==> config.mk <==
export PLATFORM = sky130hd
export DESIGN_NAME = ssp_ease
export DESIGN_NICKNAME = d
export VERILOG_FILES = /design/src/rtl/ssp_pkg.sv /design/src/rtl/ssp_ease.sv
export SDC_FILE = /design/constraint.sdc
export NUM_CORES = 2
export LEC_CHECK = 0
export ABC_AREA = 1
export BUFFER_PORTS_ARGS = -buffer_cell sky130_fd_sc_hd__buf_2
export CELL_PAD_IN_SITES_DETAIL_PLACEMENT = 2
export CELL_PAD_IN_SITES_GLOBAL_PLACEMENT = 2
export CORE_MARGIN = 10
export CORE_UTILIZATION = 45
export DETAILED_ROUTE_END_ITERATION = 7
export HOLD_SLACK_MARGIN = 0.12
export PLACE_DENSITY_LB_ADDON = 0.1
export SYNTH_ARGS = -nofsm -noshare
export SYNTH_HDL_FRONTEND = slang
export SYNTH_SLANG_ARGS = --single-unit
==> constraint.sdc <==
create_clock -name clk -period 14.6 [get_ports clk]
set_input_delay 2.92 -clock clk [delete_from_list [all_inputs] [get_ports clk]]
set_output_delay 2.92 -clock clk [all_outputs]
set_load 0.02 [all_outputs]
==> src/rtl/ssp_pkg.sv <==
// Shared types and constants for the smooth scroll position engine.
// Holds field widths, command codes, lane operations and parameter defaults.
// No dependencies.
package ssp_pkg;

  localparam int PosW  = 24;
  localparam int MaxW  = 23;
  localparam int TimeW = 16;
  localparam int EaseW = 17;
  localparam int SqW   = 49;

  localparam int SnapDistanceDef = 128;
  localparam int RubberBandDef   = 77;
  localparam int EaseWindowDef   = 300;

  typedef enum logic [2:0] {
    FN_SET_POS   = 3'd0,
    FN_SCROLL_TO = 3'd1,
    FN_SCROLL_BY = 3'd2,
    FN_TICK      = 3'd3,
    FN_STOP      = 3'd4
  } func_t;

  localparam logic [1:0] CFG_MAX_H = 2'd0;
  localparam logic [1:0] CFG_MAX_V = 2'd1;
  localparam logic [1:0] CFG_OVS   = 2'd2;

  typedef enum logic [3:0] {
    LOP_NONE,
    LOP_LOAD_ARG,
    LOP_LOAD_SUM,
    LOP_CLAMP_GOAL,
    LOP_PLACE,
    LOP_STOP,
    LOP_DIFF,
    LOP_SQUARE,
    LOP_SNAP,
    LOP_PROD,
    LOP_ADVANCE
  } lane_op_t;

  typedef struct packed {
    lane_op_t op;
    logic     ovs_en;
  } lane_ctl_t;

endpackage

==> src/rtl/ssp_ease.sv <==
// Ease factor unit: smoothstep of min(1, dt / window) in Q1.16.
// Reciprocal multiply for the window divide, then two registered multiplies. Depends on ssp_pkg.
module ssp_ease import ssp_pkg::*; #(
  parameter int EASE_WINDOW_MS = EaseWindowDef
) (
  input  logic             clk,
  input  logic             rst_n,
  input  logic             start,
  input  logic [TimeW-1:0] dt,
  output logic [EaseW-1:0] ease,
  output logic             done
);

  localparam logic [TimeW-1:0] WinQ   = TimeW'(EASE_WINDOW_MS);
  localparam int               ShL    = $clog2(EASE_WINDOW_MS);
  localparam logic [33:0]      RecipQ =
    34'(((longint'(1) <<< (32 + ShL)) + longint'(EASE_WINDOW_MS) - longint'(1)) /
        longint'(EASE_WINDOW_MS));

  typedef enum logic [1:0] {E_IDLE, E_SQ, E_MUL} ease_state_t;

  ease_state_t      state_r;
  logic [EaseW-1:0] q_r;
  logic [32:0]      tt_r;
  logic [EaseW-1:0] ease_r;
  logic             done_r;
  logic [TimeW-1:0] d_lim;
  logic [49:0]      recip_prod;
  logic [49:0]      q_full;
  logic [17:0]      lin;
  logic [33:0]      tt_full;
  logic [50:0]      full;

  always_comb begin
    d_lim      = (dt < WinQ) ? dt : WinQ;
    recip_prod = 50'(d_lim) * 50'(RecipQ);
    q_full     = recip_prod >> (16 + ShL);
    tt_full    = q_r * q_r;
    lin        = 18'd196608 - {q_r, 1'b0};
    full       = tt_r * lin;
  end

  always_ff @(posedge clk) begin
    if (!rst_n) begin
      state_r <= E_IDLE;
      done_r  <= 1'b0;
    end else if (start) begin
      done_r  <= 1'b0;
      q_r     <= q_full[EaseW-1:0];
      state_r <= E_SQ;
    end else begin
      case (state_r)
        E_SQ: begin
          tt_r    <= tt_full[32:0];
          state_r <= E_MUL;
        end
        E_MUL: begin
          ease_r  <= full[48:32];
          done_r  <= 1'b1;
          state_r <= E_IDLE;
        end
        default: begin
        end
      endcase
    end
  end

  assign ease = ease_r;
  assign done = done_r;

endmodule
==> summary.txt <==
Status
  • Outcome: complete, no violations

CTS
  • Post_cts resized: 0
  • Worst-path clk slew: 70 ps
  • CTS Root Cell: clkbuf_16
  • CTS tree: yes
  • Post-CTS Setup Bufs: 0
  • Clock Tree Buf Depth: 2
  • # clock sinks: 69
  • TritonCTS buffer count: 9
  • Worst skew pair latency: 400 ps
  • H-tree depth: 3
  • Cts hold-fix bufs: 0

Detailed routing
  • Iter 0 DRT Violations: 1639
  • WL met1: 54400 µm
  • DR DRC count: 0
  • Final WL: 145000 µm
  • Top Layer Used: met4
  • Met3 wire len: 5190 µm
  • Vias: 30247
  • Wire per inst: 25.9 µm
  • Metal2 WL: 76100 µm
  • Vias per cell: 5.39
  • Antenna Nets Post-Route: 0
  • First drt pass iteration count: 6

Yosys
  • Post-Syn Area per Cell: 8.08 µm²
  • Most common cell in the netlist: inv_1
  • Yosys cell types: 49
  • Gate Count Post-Synth: 4527
  • Synth Warn #: 0
  • Seq/Total Area, Yosys: 0.0558
  • Post-synth top cells: 1416 x inv_1, 868 x nand2_1, 801 x fa_1
  • Top_reg_cell synth: edfxtp_1
  • Synth area leader: fa_1
  • Seq cells post-synth: 69
  • Synth async-reset ratio: 0
  • Ranking of synthesized cells by area: fa_1 44%, inv_1 15%, ha_1 14%
  • Post-synth EDFFs: 66
  • Syn Std Cell Area: 0.0366 mm²
  • Post-synth top area share: 0.438

Place
  • RePlAce Congestion: 0.929
  • IO buf count: 36
  • Placed wire-length estimate: 123000 µm

Critical path
  • Cell with the biggest individual delay on the critical path: inv_1
  • Worst path most repeated cell: inv_1
  • Critical path class: flop to flop
  • WP data arrival: 9490 ps
  • Critical Path Start Type: flop
  • Crit path max fanout: 50
  • Worst setup EP type: flop
  • Req. time, crit path: 14730 ps
  • CP peak stage delay: 890 ps

Die
  • Die width: 305 µm
  • # IOs: 37
  • Total die area: 0.0931 mm²
  • Rows: 104
  • Die height: 305 µm
  • Total core area: 0.0805 mm²
  • Initial Utilization: 0.454

STA
  • Max frequency: 107 MHz
  • Final period util: 0.641
  • TNS Setup: 0 ps
  • Skew final: 29.0 ps
  • Fin. max-slew vios: 0
  • Post-layout min period: 9360 ps
  • RSZ-0062 raised after global routing: false
  • Final setup violating endpoints: 0
  • Rel. slew slack: 0.185
  • WHS: 499 ps
  • Endpoints failing hold: 0
  • Worst-Margin Slew: 1220 ps

Global route
  • Largest net degree at the start of global routing: 51
  • Vias in the first global route: 37513
  • First-pass GRT wire length: 224000 µm
  • Grt ovf: 0
  • Initial antenna violation count: 1
  • Total Routing Usage GR: 0.315

Finish
  • Final nets: 5767
  • Area Growth Syn to Fin: 4.79%
  • Share of post-route cells with drive strength above 1: 0.0268
  • # diodes: 0

Flow run
  • Max-Cap Viols: 0

Min path
  • HP Class: flop to flop
## logic make-up after synthesis
kind of cell	count (synthesis)	synth area share
adders and majority gates	1204	0.576
other	2	0.000205
DFF	69	0.0558
AOI/OAI and AO/OA	295	0.0443
buffers and inverters	1540	0.160
and+or+nand+nor	1347	0.147
xor gates and xnor gates	70	0.0168
## metal layers
layer | vias up | GRT usage
li1 | 13027 | -
met1 | 16000 | 0.347
met4 | 0 | 0.184
met5 | - | 0
met3 | 402 | 0.0332
met2 | 818 | 0.582
## placed cells by master, fill, tap and decap left out, types with 3 or more instances in the layout
cell type and count:
o21a_1 7, ha_1 402, a21o_1 9, a21boi_0 4
nand2_1 868, xor2_1 50, a31oi_1 18, dfxtp_1 3
inv_8 3, nand2_2 12, edfxtp_1 66, a21oi_1 131
nor3_1 30, o21bai_1 10, nor2_1 308, o21ai_1 5
nand3_1 75, nand4_1 22, nor4_1 10, clkbuf_16 9
or2_2 9, xnor2_1 20, o211ai_1 3, conb_1 56
a211oi_1 4, inv_2 7, o21ai_0 95, clkinv_1 4
buf_2 36, inv_1 1415, nor2_4 3, buf_4 29
fa_1 801
## state kept, by name, indices dropped and copies added (netlist names)
register	flops
done	1
ease	17
q_r	17
state_r	2
tt_r	32
## path summary, 6_finish.rpt
kind | start | to | slack (ps) | cells past startpoint
setup / recovery | q_r[0] | ease[16] | 5240 | 31
hold / removal | done | done | 500 | 2
setup reg to reg | q_r[0] | ease[16] | 5240 | 31
hold reg to reg | done | done | 500 | 2
## worst max-delay path, delay by kind of cell, from the launching register on
| kind | cells | cell delay, ps |
|---|---|---|
| flip-flops | 1 | 330 |
| adder cells (fa/ha/maj) | 8 | 3770 |
| AO/OA/AOI/OAI | 2 | 540 |
| AND/OR/NAND/NOR | 11 | 1830 |
| buffers and inverters | 10 | 2530 |
## stage by stage
step	util	cell area [µm²]	worst slack [ps]	instances
floorplan	-	36800	6320	4581
global placement	0.472	38000	5610	5593
detailed placement	0.472	38000	5120	5593
CTS	0.476	38400	5480	5609
global route	0.476	38400	4970	5609
finish	0.476	38400	5240	5609
## layout make-up
| class | count | area, µm² |
|---|---|---|
| well taps | 1060 | 1330 |
| repair buffers | 65 | 398 |
| fillers | 9319 | 42200 |
| clock inverters | 7 | 76.3 |
| flip-flops and latches | 69 | 2040 |
| inverters | 1427 | 5360 |
| clock buffers | 9 | 225 |
| multi-input cells | 2972 | 28900 |
Power is left out: the tool's default activity adds up to more than one toggle a clock period on the data nets, which glitch-free logic cannot reach.
