**src/rtl/ssp_pkg.sv**
```systemverilog
// Shared types and constants for the smooth scroll position engine.
// Holds field widths, command codes, lane operations and parameter defaults.
// No dependencies.
package ssp_pkg;

  localparam int PosW  = 24;
  localparam int MaxW  = 23;
  localparam int TimeW = 16;
  localparam int EaseW = 17;
  localparam int SqW   = 49;

  localparam int SnapDistanceDef = 128;
  localparam int RubberBandDef   = 77;
  localparam int EaseWindowDef   = 300;

  typedef enum logic [2:0] {
    FN_SET_POS   = 3'd0,
    FN_SCROLL_TO = 3'd1,
    FN_SCROLL_BY = 3'd2,
    FN_TICK      = 3'd3,
    FN_STOP      = 3'd4
  } func_t;

  localparam logic [1:0] CFG_MAX_H = 2'd0;
  localparam logic [1:0] CFG_MAX_V = 2'd1;
  localparam logic [1:0] CFG_OVS   = 2'd2;

  typedef enum logic [3:0] {
    LOP_NONE,
    LOP_LOAD_ARG,
    LOP_LOAD_SUM,
    LOP_CLAMP_GOAL,
    LOP_PLACE,
    LOP_STOP,
    LOP_DIFF,
    LOP_SQUARE,
    LOP_SNAP,
    LOP_PROD,
    LOP_ADVANCE
  } lane_op_t;

  typedef struct packed {
    lane_op_t op;
    logic     ovs_en;
  } lane_ctl_t;

endpackage

```
**src/rtl/ssp_lane.sv**
```systemverilog
// One axis lane: position, goal and speed of one axis with clamp and easing step.
// Depends on ssp_pkg.
module ssp_lane import ssp_pkg::*; #(
  parameter int RUBBER_BAND_Q8 = RubberBandDef
) (
  input  logic                    clk,
  input  logic                    rst_n,
  input  lane_ctl_t               ctl,
  input  logic signed [PosW-1:0]  arg,
  input  logic        [MaxW-1:0]  max_pos,
  input  logic        [EaseW-1:0] ease,
  output logic signed [PosW-1:0]  cur,
  output logic signed [PosW-1:0]  speed,
  output logic        [SqW-1:0]   sq
);

  localparam logic signed [9:0] RbS = 10'(RUBBER_BAND_Q8);

  logic signed [PosW-1:0] cur_r, cur_nxt, goal_r, goal_nxt, speed_r, speed_nxt;
  logic signed [PosW-1:0] tmp_r, tmp_nxt;
  logic signed [PosW:0]   diff_r;
  logic        [SqW-1:0]  sq_r;
  logic signed [42:0]     prod_r;

  logic signed [PosW-1:0] clamped, base, adv_pos;
  logic signed [PosW:0]   excess;
  logic signed [34:0]     rb_prod;
  logic signed [27:0]     rb_sum, sum_wide, adv_wide, spd_wide;
  logic signed [49:0]     sq_full;
  logic                   below, above;

  function automatic logic signed [PosW-1:0] sat24(input logic signed [27:0] v);
    logic signed [27:0] hi, lo;
    hi = 28'sd8388607;
    lo = -28'sd8388608;
    if (v > hi) begin
      sat24 = hi[PosW-1:0];
    end else if (v < lo) begin
      sat24 = lo[PosW-1:0];
    end else begin
      sat24 = v[PosW-1:0];
    end
  endfunction

  always_comb begin
    below   = tmp_r < 0;
    above   = tmp_r > $signed({1'b0, max_pos});
    base    = below ? '0 : $signed({1'b0, max_pos});
    excess  = {tmp_r[PosW-1], tmp_r} - {base[PosW-1], base};
    rb_prod = excess * RbS;
    rb_sum  = 28'(base) + 28'(rb_prod >>> 8);
    if (!below && !above) begin
      clamped = tmp_r;
    end else if (ctl.ovs_en) begin
      clamped = sat24(rb_sum);
    end else begin
      clamped = base;
    end
  end

  always_comb begin
    sum_wide = 28'(cur_r) + 28'(arg);
    sq_full  = diff_r * diff_r;
    adv_wide = 28'(cur_r) + 28'(prod_r >>> 16);
    adv_pos  = sat24(adv_wide);
    spd_wide = 28'(adv_pos) - 28'(cur_r);
  end

  always_comb begin
    cur_nxt   = cur_r;
    goal_nxt  = goal_r;
    speed_nxt = speed_r;
    tmp_nxt   = tmp_r;
    case (ctl.op)
      LOP_LOAD_ARG: begin
        tmp_nxt = arg;
      end
      LOP_LOAD_SUM: begin
        tmp_nxt = sat24(sum_wide);
      end
      LOP_CLAMP_GOAL: begin
        goal_nxt = clamped;
        tmp_nxt  = clamped;
      end
      LOP_PLACE: begin
        cur_nxt   = clamped;
        goal_nxt  = clamped;
        speed_nxt = '0;
      end
      LOP_STOP: begin
        speed_nxt = '0;
      end
      LOP_SNAP: begin
        cur_nxt   = goal_r;
        speed_nxt = '0;
      end
      LOP_ADVANCE: begin
        cur_nxt   = adv_pos;
        speed_nxt = sat24(spd_wide);
      end
      default: begin
      end
    endcase
  end

  always_ff @(posedge clk) begin
    if (!rst_n) begin
      cur_r   <= '0;
      goal_r  <= '0;
      speed_r <= '0;
    end else begin
      cur_r   <= cur_nxt;
      goal_r  <= goal_nxt;
      speed_r <= speed_nxt;
    end
  end

  always_ff @(posedge clk) begin
    tmp_r <= tmp_nxt;
    if (ctl.op == LOP_DIFF) begin
      diff_r <= {goal_r[PosW-1], goal_r} - {cur_r[PosW-1], cur_r};
    end
    if (ctl.op == LOP_SQUARE) begin
      sq_r <= sq_full[SqW-1:0];
    end
    if (ctl.op == LOP_PROD) begin
      prod_r <= diff_r * $signed({1'b0, ease});
    end
  end

  assign cur   = cur_r;
  assign speed = speed_r;
  assign sq    = sq_r;

endmodule

```
**config.mk**
```make
export PLATFORM = sky130hd
export DESIGN_NAME = ssp_lane
export DESIGN_NICKNAME = d
export VERILOG_FILES = /design/src/rtl/ssp_pkg.sv /design/src/rtl/ssp_lane.sv
export SDC_FILE = /design/constraint.sdc
export NUM_CORES = 2
export LEC_CHECK = 0
export ABC_AREA = 0
export BUFFER_PORTS_ARGS = -buffer_cell sky130_fd_sc_hd__buf_2
export CORE_MARGIN = 2
export CORE_UTILIZATION = 35
export CTS_BUF_LIST = sky130_fd_sc_hd__clkbuf_16
export DETAILED_ROUTE_END_ITERATION = 16
export PLACE_DENSITY = 0.57
export SLEW_MARGIN = 5
export SYNTH_ARGS = -nofsm -noshare
export SYNTH_HDL_FRONTEND = slang
export SYNTH_SLANG_ARGS = --single-unit
```
**constraint.sdc**
```tcl
create_clock -name clk -period 11.9 [get_ports clk]
set_clock_uncertainty 0.15 [all_clocks]
set_input_delay 1.785 -clock clk [delete_from_list [all_inputs] [get_ports clk]]
set_output_delay 1.785 -clock clk [all_outputs]
set_load 0.005 [all_outputs]
```
==> flow_summary.toml <==
[place]
portBuffers = 166
dp_cells = 7826
dp.final_hpwl_mm = 121
routabilityCongestion = 0.952
placedInstanceArea_um2 = 56100

[logic_synthesis]
ys_seq_elements = 196
synth_area_per_cell_um2 = 9.17
yosysUniqueCellTypes = 95
synthCells = 5775
ys_warn_count = 0
synth.net_count = 7426
ys.flop_type = "edfxtp_1"
async_flop_share_pct = 0
syn_area_um2 = 53000
ys_seq_area_share_pct = 9.75
synth_edf_count = 124

[setup_path]
worst_setup_path_startpoint = "max_pos[0]"
r2r_start = "tmp_r[23]$_DFFE_PP_"
cp_max_fo = 21
crit_path_start_kind = "input port"
crit_top_cell = "ha_1"
cp.depth = 44
r2r_slack_ns = 0.91
cp.arrival_ns = 11.38
crit_required_ns = 12.15
slowest_delay_ns = 0.49
critPathKind = "input port to flip-flop"
endpoint = "tmp_r[10]$_DFFE_PP_"
cpMaxStageDelayCell = "fa_1"
path_buf_inv = 5
reg2reg_depth = 43
end_kind = "flip-flop"
path_delay_family = "compound AO/OA/AOI/OAI gates"
reg2reg_to = "tmp_r[10]$_DFFE_PP_"

[clocking]
clk_latency_ns = 0.55
numClockSinks = 196
cts_tree = "built"
cts_resized = 0
cts_buffers = 17
clock_path_buffers = 2
cts_root_buf = "clkbuf_16"
path_clk_slew_ns = 0.09
cts_hold_buf = 0
postCtsSetupBuffers = 0
h-tree-depth = 4

[final_layout]
layout_common_cells = "1279 x inv_1, 1065 x fa_1, 596 x nand2_1"
fin_nets = 7480
layout-drive-gt1-share_pct = 5.61
seqCellArea_um2 = 5160
syn2layout_area_growth_pct = 7.16
multi_input_area_um2 = 42300
final_cells = 7864
fillers = 15300
final_cell_area_um2 = 56700
layout_commonest_cell = "inv_1"

[sta]
slew-limit-headroom_pct = 17.0
period_minus_slack_ns = 11.13
finalSetupViolations = 0
finalMaxSlewViolations = 0
rsz0062_at_grt = "no"
fin_tns_setup_ns = 0
worst_pin_slew_ns = 1.25
hold_viol = 0
period_share_pct = 93.5
fmax_mhz = 89.9

[routing]
dr.first_iter.drc_count = 2221
wire_per_inst_um = 18.7
drc = 0
drtAntennaViolNets = 0
dr.pass1.iters = 6
vias = 39000
vias_per_cell = 4.96
routed_wl_mm = 147

[floorplanning]
core-area_um2 = 150000
fp.dieW_um = 393
rows = 142
die_area_um2 = 154000
io_pins = 168
initial_core_util_pct = 35.3
die_h_um = 393

[global_route]
grt_max_degree = 67
groute.usage.overall_pct = 19.8
grt_pass1_wl_mm = 235
first_global_vias = 42300
grt_overflow = 0
antenna_found_initial = 12

[run_status]
outcome = "finished clean"

[min_path]
min_from = "speed[1]$_SDFFE_PN0P_"
min_path_type = "flip-flop to flip-flop"

[job]
maxCapViolCount = 0
==> registers in the layout (all words and copies together) (netlist names) <==
register,cells
sq,48
prod_r,27
diff_r,25
cur,24
goal_r,24
speed,24
tmp_r,24
==> worst min-delay path, stage by stage, from the launching register on <==
cell and delay [ns]:
dfxtp_1 0.31, nand2_1 0.05, a21oi_1 0.05
==> per-layer routing <==
metal	share of wire (%)	up-vias	track usage, %
li1	-	18000	-
met1	44	19900	25.9
met2	49	860	34.0
met3	4.2	207	2.37
met4	3.1	6	6.21
met5	0.028	-	0
==> cell type report <==
cell class              count  share of cell area [%]
multi-input cells        4096                    74.5
flip-flops and latches    196                    9.10
inverters                1285                    8.50
well taps                2016                    4.44
repair buffers            233                    2.42
clock buffers              17                   0.750
clock inverters            15                   0.280
diodes                      6                  0.0265
==> kinds of logic after synthesis <==
logic type                 Yosys count  share of synthesized area (%)
xor gates and xnor gates           232                           3.85
other                                1                        0.00708
AOI/OAI and AO/OA                  812                           9.92
DFF                                196                           9.75
buffers and inverters             1483                           10.6
adders and majority gates         1580                           52.4
muxes                                4                         0.0827
and+or+nand+nor                   1467                           13.4
==> metrics by stage <==
stage / util [%] / setup WS, ns / hold WS (ns)
floorplan: - / 1.28 / 0.298
global placement: 37.4 / 0.322 / 0.293
detailed placement: 37.4 / 0.0795 / 0.298
CTS: 37.8 / 0.688 / 0.311
global route: 37.8 / 0.0181 / 0.333
finish: 37.8 / 0.772 / 0.308
==> synth_stat cells, types with 6 or more instances <==
| cell type | count | share of area [%] |
|---|---|---|
| nor2b_1 | 47 | 0.56 |
| or2_2 | 13 | 0.15 |
| o21bai_1 | 30 | 0.43 |
| inv_1 | 1277 | 9.1 |
| a31o_2 | 6 | 0.099 |
| a21o_1 | 87 | 1.2 |
| nand4_1 | 16 | 0.19 |
| o211ai_1 | 23 | 0.33 |
| nand2b_1 | 69 | 0.82 |
| nand3b_1 | 6 | 0.085 |
| o31ai_1 | 9 | 0.13 |
| a21boi_0 | 11 | 0.16 |
| dfxtp_1 | 72 | 2.7 |
| o31a_1 | 6 | 0.099 |
| o21a_1 | 43 | 0.61 |
| clkbuf_1 | 184 | 1.3 |
| a22oi_1 | 26 | 0.37 |
| buf_2 | 11 | 0.10 |
| and2_1 | 320 | 3.8 |
| o221a_2 | 6 | 0.13 |
| and3_1 | 23 | 0.27 |
| a211oi_1 | 12 | 0.17 |
| a211o_1 | 14 | 0.23 |
| ha_1 | 515 | 12 |
| xor2_1 | 66 | 1.1 |
| edfxtp_1 | 124 | 7.0 |
| nand2_1 | 596 | 4.2 |
| o21ai_0 | 185 | 1.7 |
| fa_1 | 1065 | 40 |
| o21ai_1 | 9 | 0.085 |
| a21oi_1 | 242 | 2.3 |
| or3_1 | 16 | 0.19 |
| nor3_1 | 42 | 0.40 |
| a221oi_1 | 12 | 0.20 |
| a31oi_1 | 23 | 0.27 |
| xnor2_1 | 165 | 2.7 |
| nor2_1 | 216 | 1.5 |
| clkinv_1 | 7 | 0.050 |
| nand3_1 | 72 | 0.68 |
==> worst min-delay path by stage <==
stage                     cells past startpoint               endpoint  slack [ns]
after floorplan                               2  speed[0]$_SDFFE_PN0P_        0.30
after global routing                          2  speed[1]$_SDFFE_PN0P_        0.33
final                                         2  speed[1]$_SDFFE_PN0P_        0.31
after detailed placement                      2  speed[2]$_SDFFE_PN0P_        0.30
after global placement                        2  speed[1]$_SDFFE_PN0P_        0.29
after CTS                                     2  speed[1]$_SDFFE_PN0P_        0.31
Power is not shown: default switching activity piles up to over one toggle a cycle in this logic, so the estimate is an artifact.
